File: config.mk
export PLATFORM = sky130hd
export DESIGN_NAME = lif_ctrl
export DESIGN_NICKNAME = d
export VERILOG_FILES = /design/src/design/lif_pkg.sv /design/src/design/lif_ctrl.sv
export SDC_FILE = /design/constraint.sdc
export NUM_CORES = 1
export LEC_CHECK = 0
export BUFFER_PORTS_ARGS = -buffer_cell sky130_fd_sc_hd__buf_2
export CAP_MARGIN = 20
export CORE_AREA = 2 2 39 41
export CTS_CLUSTER_SIZE = 14
export DETAILED_ROUTE_END_ITERATION = 12
export DIE_AREA = 0 0 41 43
export PLACE_DENSITY = 0.45
export SLEW_MARGIN = 20
export SYNTH_ARGS = -nofsm -noshare
export SYNTH_HDL_FRONTEND = slang
export SYNTH_SLANG_ARGS = --single-unit
export TNS_END_PERCENT = 30
File: constraint.sdc
create_clock -name clk_i -period 1.05 [get_ports clk_i]
set_input_delay 0.2625 -clock clk_i [delete_from_list [all_inputs] [get_ports clk_i]]
set_output_delay 0.2625 -clock clk_i [all_outputs]
set_load 0.01 [all_outputs]
File: src/design/lif_pkg.sv
// lif_pkg: shared types, register codes and helpers for the lif neuron core.
// No dependencies; used by lif_ctrl, lif_datapath and lif_neuron_core.

package lif_pkg;

  // configuration register indexes
  localparam int unsigned CfgIdxW = 3;
  localparam logic [CfgIdxW-1:0] CFG_REST_VOLTAGE      = 3'd0;
  localparam logic [CfgIdxW-1:0] CFG_RESET_VOLTAGE     = 3'd1;
  localparam logic [CfgIdxW-1:0] CFG_THRESHOLD_VOLTAGE = 3'd2;
  localparam logic [CfgIdxW-1:0] CFG_MEMBRANE_RES      = 3'd3;
  localparam logic [CfgIdxW-1:0] CFG_LEAK_COEFF        = 3'd4;
  localparam logic [CfgIdxW-1:0] CFG_TIME_STEP         = 3'd5;
  localparam logic [CfgIdxW-1:0] CFG_REFRACTORY_PERIOD = 3'd6;
  localparam int unsigned CfgDataW = 24;

  // register reset values
  localparam logic [23:0] REST_VOLTAGE_RST      = 24'd0;
  localparam logic [23:0] RESET_VOLTAGE_RST     = 24'd0;
  localparam logic [23:0] THRESHOLD_VOLTAGE_RST = 24'd256;
  localparam logic [15:0] MEMBRANE_RES_RST      = 16'd256;
  localparam logic [15:0] LEAK_COEFF_RST        = 16'd0;
  localparam logic [15:0] TIME_STEP_RST         = 16'd1;
  localparam logic [15:0] REFRACTORY_PERIOD_RST = 16'd0;

  // item commands
  localparam logic CMD_UPDATE  = 1'b0;
  localparam logic CMD_SYNAPSE = 1'b1;

  localparam logic signed [23:0] V_MAX = 24'sh7FFFFF;
  localparam logic signed [23:0] V_MIN = -24'sh800000;

  typedef struct packed {
    logic               cmd;
    logic [9:0]         neuron_index;
    logic signed [23:0] input_current;
    logic [31:0]        sim_time;
    logic [9:0]         source_index;
    logic [9:0]         target_index;
    logic signed [23:0] synapse_weight;
    logic               batch_last;
  } lif_in_t;

  typedef struct packed {
    logic               spiked;
    logic signed [23:0] membrane_voltage;
    logic [31:0]        spike_total;
    logic [31:0]        last_spike;
    logic               delivered;
    logic               batch_done;
  } lif_out_t;

  // one neuron record as held in the state memory
  typedef struct packed {
    logic signed [23:0] voltage;
    logic [15:0]        refractory;
    logic [31:0]        spike_time;
    logic [31:0]        spike_tally;
  } lif_rec_t;

  // controller to datapath commands
  typedef struct packed {
    logic load;       // transaction accepted, memories read
    logic capture;    // memory data in, first product
    logic multiply;   // leak product
    logic commit;     // write back and load result register
    logic clear_step; // clearing pass, one entry
  } lif_cmd_t;

  // datapath to controller status
  typedef struct packed {
    logic is_synapse;
    logic clear_last;
    logic out_free;
  } lif_status_t;

  // saturate a wide signed sum to a Q16.8 voltage
  function automatic logic signed [23:0] sat_v(input logic signed [35:0] x);
    logic signed [23:0] r;
    if (x > 36'(V_MAX)) begin
      r = V_MAX;
    end else if (x < 36'(V_MIN)) begin
      r = V_MIN;
    end else begin
      r = x[23:0];
    end
    return r;
  endfunction

endpackage

File: src/design/lif_ctrl.sv
// lif_ctrl: sequencing state machine of the lif neuron core.
// Depends on lif_pkg for the command and status structs.

module lif_ctrl (
  input  logic                 clk_i,
  input  logic                 rst_ni,
  input  logic                 in_valid_i,
  output logic                 in_ready_o,
  input  lif_pkg::lif_status_t status_i,
  output lif_pkg::lif_cmd_t    cmd_o
);

  localparam logic [2:0] ST_CLEAR = 3'd0;
  localparam logic [2:0] ST_IDLE  = 3'd1;
  localparam logic [2:0] ST_MEM   = 3'd2;
  localparam logic [2:0] ST_MUL   = 3'd3;
  localparam logic [2:0] ST_FIN   = 3'd4;

  logic [2:0] state_q, state_d;

  // next state and commands
  always_comb begin
    state_d    = state_q;
    cmd_o      = '0;
    in_ready_o = 1'b0;
    unique case (state_q)
      ST_CLEAR: begin
        cmd_o.clear_step = 1'b1;
        if (status_i.clear_last) begin
          state_d = ST_IDLE;
        end
      end
      ST_IDLE: begin
        in_ready_o = 1'b1;
        if (in_valid_i) begin
          cmd_o.load = 1'b1;
          state_d    = ST_MEM;
        end
      end
      ST_MEM: begin
        cmd_o.capture = 1'b1;
        state_d       = status_i.is_synapse ? ST_FIN : ST_MUL;
      end
      ST_MUL: begin
        cmd_o.multiply = 1'b1;
        state_d        = ST_FIN;
      end
      ST_FIN: begin
        // hold until the result register can take the result
        if (status_i.out_free) begin
          cmd_o.commit = 1'b1;
          state_d      = ST_IDLE;
        end
      end
      default: begin
        state_d = ST_CLEAR;
      end
    endcase
  end

  always_ff @(posedge clk_i or negedge rst_ni) begin
    if (!rst_ni) begin
      state_q <= ST_CLEAR;
    end else begin
      state_q <= state_d;
    end
  end

endmodule

==> summary.md <==
The worst-case IR drop observed on VDD is 748 µV. The net total in the final layout is 60, and the register cell area after layout is 78.8 µm². The die is 43 µm tall.

The commonest non-fill, non-tap cell in the layout is buf_2. The critical path goes through nor2_4 -> and3_4 -> buf_6. The period utilization came out at 132%. Across the run, the number of max-cap violations was 0.

The number of flip-flops under the largest register name works out to 3. The tools report the share of synthesized area occupied by flip-flops and latches as 27.6%. Setup total negative slack on the finished layout was measured at -2.20 ns. Per report_power, the clock group accounts for 15.0% of the total.

For the pin with the worst max-slew slack, the measured transition is 0.182 ns. Combinational logic burns 61.9% of the power. The run gives 0 as the number of antenna cells inserted.

At the end of routability-driven placement, the weighted congestion stood at 0.719. The global-route track usage on met2 was 15.0%. The run gives 178 µm² as the total area of multi-input combinational cells. The synthesized design contains 3 register bits.

The class of the most critical setup path was reg2out. During I/O placement, the number of pins put on the boundary was 12. The floorplan step defined a die boundary enclosing 1760 µm². The tools report the setup slack of the most critical reg-to-reg path as -0.22 ns.

The logs give 30 for the number of cells produced by synthesis and 1.29 mW for the total power after layout. For the final database, setup skew stands at 0.000456 ns. The number of pins exceeding their max-slew limit in the final report is 0. The average wire length per cell after detail routing came out at 9.48 µm. Number of buffers created by CTS: 3. The routing usage on met1 is 10.9%. Peak-usage layer in the global routing report: met2. Dividing the detail-routed via count by the number of cells gives 4.03.

Registers are responsible for 23.1% of the overall power. The area of the mapped netlist is 272 µm², and the first-pass GRT wire length is 1130 µm. Category of the worst setup path launch point: a flip-flop. Summed over all instances, the cell type with the most area after synthesis is dfrtp_1. The checks that failed: negative setup slack.

The register with the most flip-flops in the final layout is state_q. The analysis attributes to net switching a power of 0.475 mW. The logs give 36 for the synthesized net count and 368 µm² for the post-place instance area. The number of failing setup endpoints in the final timing report is 9, and the total number of vias is 278. The layout has 148 filler cells.

The worst hold-check path type is in2reg. For this block, the initial DRC count from the detailed router was 4. Cells with a size suffix above 1 make up 66.0% of the layout. The routed design has 654 µm of wire.

Leaving out fill and tap cells, the most frequent cells in the layout are 11 x buf_2, 8 x buf_4, 3 x clkbuf_4, 3 x dfrtp_2. TritonCTS built the clock tree. After global routing the overflow that remains totals 0. The CTS root buffer is clkbuf_4.

The die width is 41 µm, and the count of clock tree sinks is 3. The Yosys step of the flow raised 0 warnings. Total DRC errors in the routed layout: 0. Summed over its instances, the top area cell type makes up 27.6% of the synthesized netlist area. The tools report the maximum level of the CTS H-tree as 1.

Category of cells accounting for the largest share of critical-path delay: flip-flops. The clock transition at the registers of the reported paths is 0.03 ns. The largest registers in the layout are state_q x3.

The tools report the internal power contribution as 0.811 mW. Number of global-route vias before repair: 293. For this run, the slowest stage of the critical path takes 0.46 ns. Subtracting the final worst setup slack from the clock period gives 1.39 ns.

The finished layout holds 69 standard cells, fillers aside. STA classifies the critical path endpoint as an output port. The number of port buffers was 11; the area overhead of the layout relative to synthesis was 67.3%. The average instance area after synthesis came out at 9.05 µm². The highest achievable clock rate is 720 MHz, and the pin count of the biggest net entering global routing is 8. In this run the remaining antenna-violating nets after routing total 0. Setup repair after global routing could not meet its margin everywhere. The worst pin sits at a relative slew slack of 87.8%. The initialized floorplan defines 14 standard-cell rows.

The slowest stage of the critical path is the dfrtp_2 cell. Power spread over the standard cell area amounts to 2830 nW/µm². The switching part of the total is 36.9%, and the post-DP HPWL is 502 µm. After detailed placement, the design holds a cell count of 61. Summing all non-filler instances in the final layout gives an area of 454 µm². The leakage power figure is 0.230 nW. By area the synthesized netlist is led by dfrtp_1 28%, buf_6 12%, nor3b_4 6.9%.

No sink is reached through more buffers than the 2 on the longest clock path. Data on the critical path arrives at its endpoint at 1.13 ns. The later pin in the worst-skew pair is clocked with a latency of 0.22 ns. The logs give 0 for the hold violation count in the final report and 4.71% for the met3 usage in global routing.

The first detailed-routing pass took 4 iterations. The combined global-route utilization of all metal layers is 10.0%, and the initial core utilization is 19.6%. The maximum fanout encountered on the critical timing path came out at 6.

For the worst setup path, the data required time is 0.79 ns. The netlist uses 22 different library cells. The number of antenna violations at the first check in global routing was 0; the worst-case setup margin in the final layout was -0.340 ns.

The run finished, with violations left. The core outline area was 1380 µm²; the buffers plus inverters on the worst setup path was 1.
==> cell usage after synthesis, drive strengths merged <==
master and count:
dfrtp 3, a21o 1, nor3b 1, nor3 2
or2 1, and2 1, a211o 1, nand2 3
a32oi 1, and3b 1, nand2b 1, or2b 1
nor2b 1, nor2 3, and3 2, inv 1
a21oi 1, mux2i 1, buf 3, o21ai 1
==> path summary, 6_finish.rpt <==
kind | startpoint | end | depth (start not counted)
max in group asynchronous | rst_ni | state_q[0] | 2
min in group asynchronous | rst_ni | state_q[2] | 2
min reg2reg | state_q[2] | state_q[1] | 2
min | status_i[2] | state_q[1] | 4
max | state_q[2] | cmd_o[4] | 3
max reg2reg | state_q[0] | state_q[2] | 4
==> per-layer routing <==
layer	part of all wire (%)	wire [µm]
met5	0	0
met4	0	0
met3	6.0	39
met2	51	331
met1	43	284
==> tightest hold or removal path, delay by kind of cell <==
kind / cells / cell delay, ns
buf+inv: 1 / 0.10
compound gates: 1 / 0.05
simple gates: 2 / 0.11
==> what timing repair did <==
action                                  in CTS  in global routing
hold buffers                                 1                  0
resized for setup                            4                  5
cloned                                       0                  0
endpoints found under the hold margin        3                  0
pin swaps                                    0                  3
endpoints found under the setup margin       9                  9
setup buffers                                2                  1
==> power groups by stage <==
stage | clock, mW | sequential, mW | combinational, mW
2_1_floorplan | 0 | 0.202 | 0.509
5_1_grt | 0.214 | 0.312 | 0.871
4_1_cts | 0.202 | 0.288 | 0.715
3_5_place_dp | 0 | 0.294 | 0.634
3_3_place_gp | 0 | 0.293 | 0.640
6_report | 0.193 | 0.297 | 0.796
==> metrics by stage <==
stage | hold slack, ns | util [%] | setup WS (ns)
3_3_place_gp | 0.0608 | 26.6 | -0.192
6_report | 0.339 | 32.8 | -0.340
2_1_floorplan | -0.0331 | - | -0.0545
4_1_cts | 0.332 | 30.7 | -0.325
3_5_place_dp | 0.0597 | 26.6 | -0.185
5_1_grt | 0.351 | 32.8 | -0.369
==> kinds of logic (layout without fill, tap and decap cells) <==
family          Yosys count  count (layout)  synth area share (%)
simple gates             17              17                  40.6
compound gates            5               5                  14.3
flops                     3               3                  27.6
buf+inv                   4              27                  13.8
mux                       1               1                  3.69
==> cell type report <==
type                            instances  share of cell area (%)
Inverter                                1                   0.826
Sequential cell                         3                    17.4
Timing Repair Buffer                   22                    32.5
Clock buffer                            4                    5.79
Multi-Input combinational cell         23                    39.1
Tap cell                               16                    4.41
Power figures use the tool's default switching activity.
